[src/hdl/dcd_ram.sv]
// generic simple dual-port ram with registered read
module dcd_ram #(
	parameter int WIDTH = 16,
	parameter int DEPTH = 16,
	localparam int AW = (DEPTH > 1) ? $clog2(DEPTH) : 1
) (
	input  logic             clk,
	input  logic             we,
	input  logic [AW-1:0]    waddr,
	input  logic [WIDTH-1:0] wdata,
	input  logic [AW-1:0]    raddr,
	output logic [WIDTH-1:0] rdata
);

	logic [WIDTH-1:0] mem [DEPTH];

	// write port
	always_ff @(posedge clk) begin
		if (we) begin
			mem[waddr] <= wdata;
		end
	end

	// registered read port
	always_ff @(posedge clk) begin
		rdata <= mem[raddr];
	end

endmodule

[config.mk]
export PLATFORM = sky130hd
export DESIGN_NAME = dcd_ram
export DESIGN_NICKNAME = d
export VERILOG_FILES = /design/src/hdl/dcd_ram.sv
export SDC_FILE = /design/constraint.sdc
export NUM_CORES = 1
export LEC_CHECK = 0
export BUFFER_PORTS_ARGS = -buffer_cell sky130_fd_sc_hd__buf_2
export CORE_AREA = 2 2 128 130
export CTS_CLUSTER_DIAMETER = 150
export DETAILED_ROUTE_END_ITERATION = 10
export DIE_AREA = 0 0 130 132
export GPL_ROUTABILITY_DRIVEN = 0
export PLACE_DENSITY = 0.89
export RECOVER_POWER = 25
export SYNTH_ARGS = -nofsm -noshare
export SYNTH_HDL_FRONTEND = slang
export SYNTH_SLANG_ARGS = --single-unit
[constraint.sdc]
create_clock -name clk -period 6 [get_ports clk]
set_input_delay 0.6 -clock clk [delete_from_list [all_inputs] [get_ports clk]]
set_output_delay 0.6 -clock clk [all_outputs]
set_load 0.005 [all_outputs]
==> summary.md <==
| Metric | Value |
|---|---|
| Outcome | finished clean |
| Yosys top cell area share | 76.5% |
| Routed wire per std cell | 28.5 um |
| FP Rows | 46 |
| Post-DP Area | between 10000 and 15000 um^2 |
| Setup bufs post-CTS | 0 |
| Worst path arrival time | between 2 and 3 ns |
| Core area | between 15000 and 20000 um^2 |
| Max H-tree Level | 1 |
| Yosys top cell by area | edfxtp_1 |
| Final hold vios | 0 |
| Max Used Layer | met4 |
| IO Pins | 42 |
| Internal | 3.24 mW |
| Die width | 130 um |
| Clk Latency, worst-skew pair | 0.52 ns |
| # fillers | 841 |
| CTS max path bufs | 3 |
| Post_cts resized | 0 |
| Unrepaired setup endpoints after global routing | no |
| Drt drc | 0 |
| Switching Share | about 20% |
| Post-cts hold buffer count | 0 |
| Min-Delay Path Class | input pin to flop |
| DR vias | 4782 |
| Antenna diodes | 0 |
| Crit path top cell by count | buf_4 |
| Syn-to-layout area delta | 13.7% |
| Vias per cell | 6.59 |
| Max Clk Rate | between 400 and 500 MHz |
| Peak per-stage delay on the critical path | slightly below 0.8 ns |
| Drt initial violations | around 660 |
| Most frequent cells in the layout | edfxtp_1 (256), mux4_2 (54), a22oi_1 (32), clkbuf_16 (27), buf_2 (27) |
| Fin Setup TNS | 0 ns |
| Mean cell area of the mapped netlist | between 20 and 25 um^2 |
| Post-synthesis cell count | 432 |
| Leak | 3.69 nW |
| Crit Path Class | input pin to flop |
| Worst Hold Slack | 0.461 ns |
| Post-synthesis cell type count | 19 |
| Least-Margin Pin Slew | approximately 1.3 ns |
| Pre-CTS setup slack | 3.12 ns |
| Clk network pwr share | between 40% and 50% |
| Worst VDD drop | 357 uV |
| Minimum clock period | 2.32 ns |
| Pwr Density | 354 nW/um^2 |
| Syn nets | 458 |
| FF+latch count, synth | between 200 and 300 |
| Critical path capture point type | flop |
| Starting Density | 63.9% |
| Startpoint Class | input pin |
| Largest net degree at the start of global routing | 65 |
| Tcrit/Tclk final | 38.6% |
| Flop pwr share | 52.9% |
| Met2 wire len | about 11000 um |
| Port Buf Inserts | 41 |
| CTS tree | built |
| # setup viols final | 0 |
| Tot GR Track Use | about a quarter |
| Switching power | 805 uW |
| Clk slew on worst S/H paths | ~0.070 ns |
| DP HPWL | 10400 um |
| Post-Syn Area | 10000 um^2 |
| Die area | about 17000 um^2 |
| Die Height | around 130 um |
| CTS root buffer | clkbuf_16 |
| TritonRoute pass-1 iters | 5 |
| First-pass GRT wire length | 30700 um |
| Dominant cells by area after synthesis | edfxtp_1 (77%), mux4_2 (12%), dfxtp_1 (3.2%), mux4_1 (2.6%), a22oi_1 (2.4%) |
| Commonest non-fill, non-tap cell in the layout | edfxtp_1 |
| CP max-delay cell | buf_4 |
| Metal3 WL | 1620 um |
| Sequential element share of the synthesized area | roughly 80% |
| Clk_skew | approximately 0.012 ns |
| Max_slew headroom | 14.4% |
| Initial antenna violation count | 0 |
| Crit-path max FO | 48 |
| Worst path cell trace | buf_4 > buf_4 > mux4_1 > a22oi_1 > nand2_1 |
| Ys Warns | 0 |
| Worst Setup Slack, final | 3.68 ns |
| Max cap viols | 0 |
| Total grt overflow | 0 |
| WL final | 20700 um |
| TritonCTS Buffers | 26 |
| Vias in the first global route | 4981 |
| Critical Path RT | 6.40 ns |
| Share of cells above drive strength 1 | 29.8% |
| CTS Sinks | 272 |
| Logic pwr share | 4.4% |
| Net count, final | 516 |
| Fin. max-slew vios | 0 |
| Routed Antenna Nets | 0 |
| Design area | about 11000 um^2 |
| Met1 Wirelength | 7470 um |
==> registers in the layout, summed over array words and instances (netlist names) <==
name,cells
rdata,16
mem,256
==> final timing paths <==
| kind | slack [ns] | startpoint | depth (start not counted) | end |
|---|---|---|---|---|
| setup / recovery | 3.68 | raddr[0] | 5 | rdata[10] |
| hold / removal | 0.46 | wdata[2] | 1 | mem[12][2] |
| setup reg to reg | 4.63 | mem[11][10] | 3 | rdata[10] |
| hold reg to reg | 0.67 | mem[12][12] | 3 | rdata[12] |
==> routing by layer <==
metal  up-vias  global-route usage [%]
li1       1950                       -
met1      2505                    33.8
met2       272                    42.3
met3        55                    4.38
met4         0                    7.47
met5         -                       0
==> cells by family after synthesis <==
kind of cell | share of synthesized area [%]
compound gates | 2.39
buf+inv | 1.23
flops | 79.7
mux | 14.7
simple gates | 1.92
==> stage by stage <==
stage                     total power [mW]  std cells  utilization [%]
after floorplan                       2.28        432                -
after global placement                2.34        678             67.0
after detailed placement              2.36        678             67.0
after CTS                             4.06        726             72.8
after global routing                  4.15        726             72.7
final                                 4.04        726             72.7
==> layout make-up <==
cell class | instances | area [um^2] | area share (%)
sequential | 272 | 8010 | 70.1
multi-input combinational | 139 | 1960 | 17.2
clock buffer | 30 | 687 | 6.01
tap | 216 | 270 | 2.37
timing repair buffer | 51 | 267 | 2.33
clock inverter | 18 | 228 | 1.99
==> power by group through the flow <==
stage / logic, mW / clock network (mW) / registers, mW
floorplan: 0.104 / 0 / 2.17
global placement: 0.169 / 0 / 2.17
detailed placement: 0.178 / 0 / 2.18
CTS: 0.181 / 1.74 / 2.14
global route: 0.192 / 1.81 / 2.14
finish: 0.179 / 1.73 / 2.14
==> critical path, delay by kind of cell <==
| family | cells | cell delay (ns) |
|---|---|---|
| and+or+nand+nor | 1 | 0.09 |
| buffers and inverters | 2 | 1.06 |
| AOI/OAI and AO/OA | 1 | 0.24 |
| muxes | 1 | 0.66 |
==> Yosys cell counts <==
master,instances
a22oi_1,32
and2_1,1
buf_1,3
buf_2,3
buf_4,3
buf_6,4
clkbuf_1,8
dfxtp_1,16
edfxtp_1,256
mux4_1,10
mux4_2,54
nand2_1,17
nand2b_1,2
nand3_1,1
nand3b_1,2
nor2_1,13
nor2b_1,2
nor3_1,4
or3b_2,1
(Power assumes the default switching activity.)
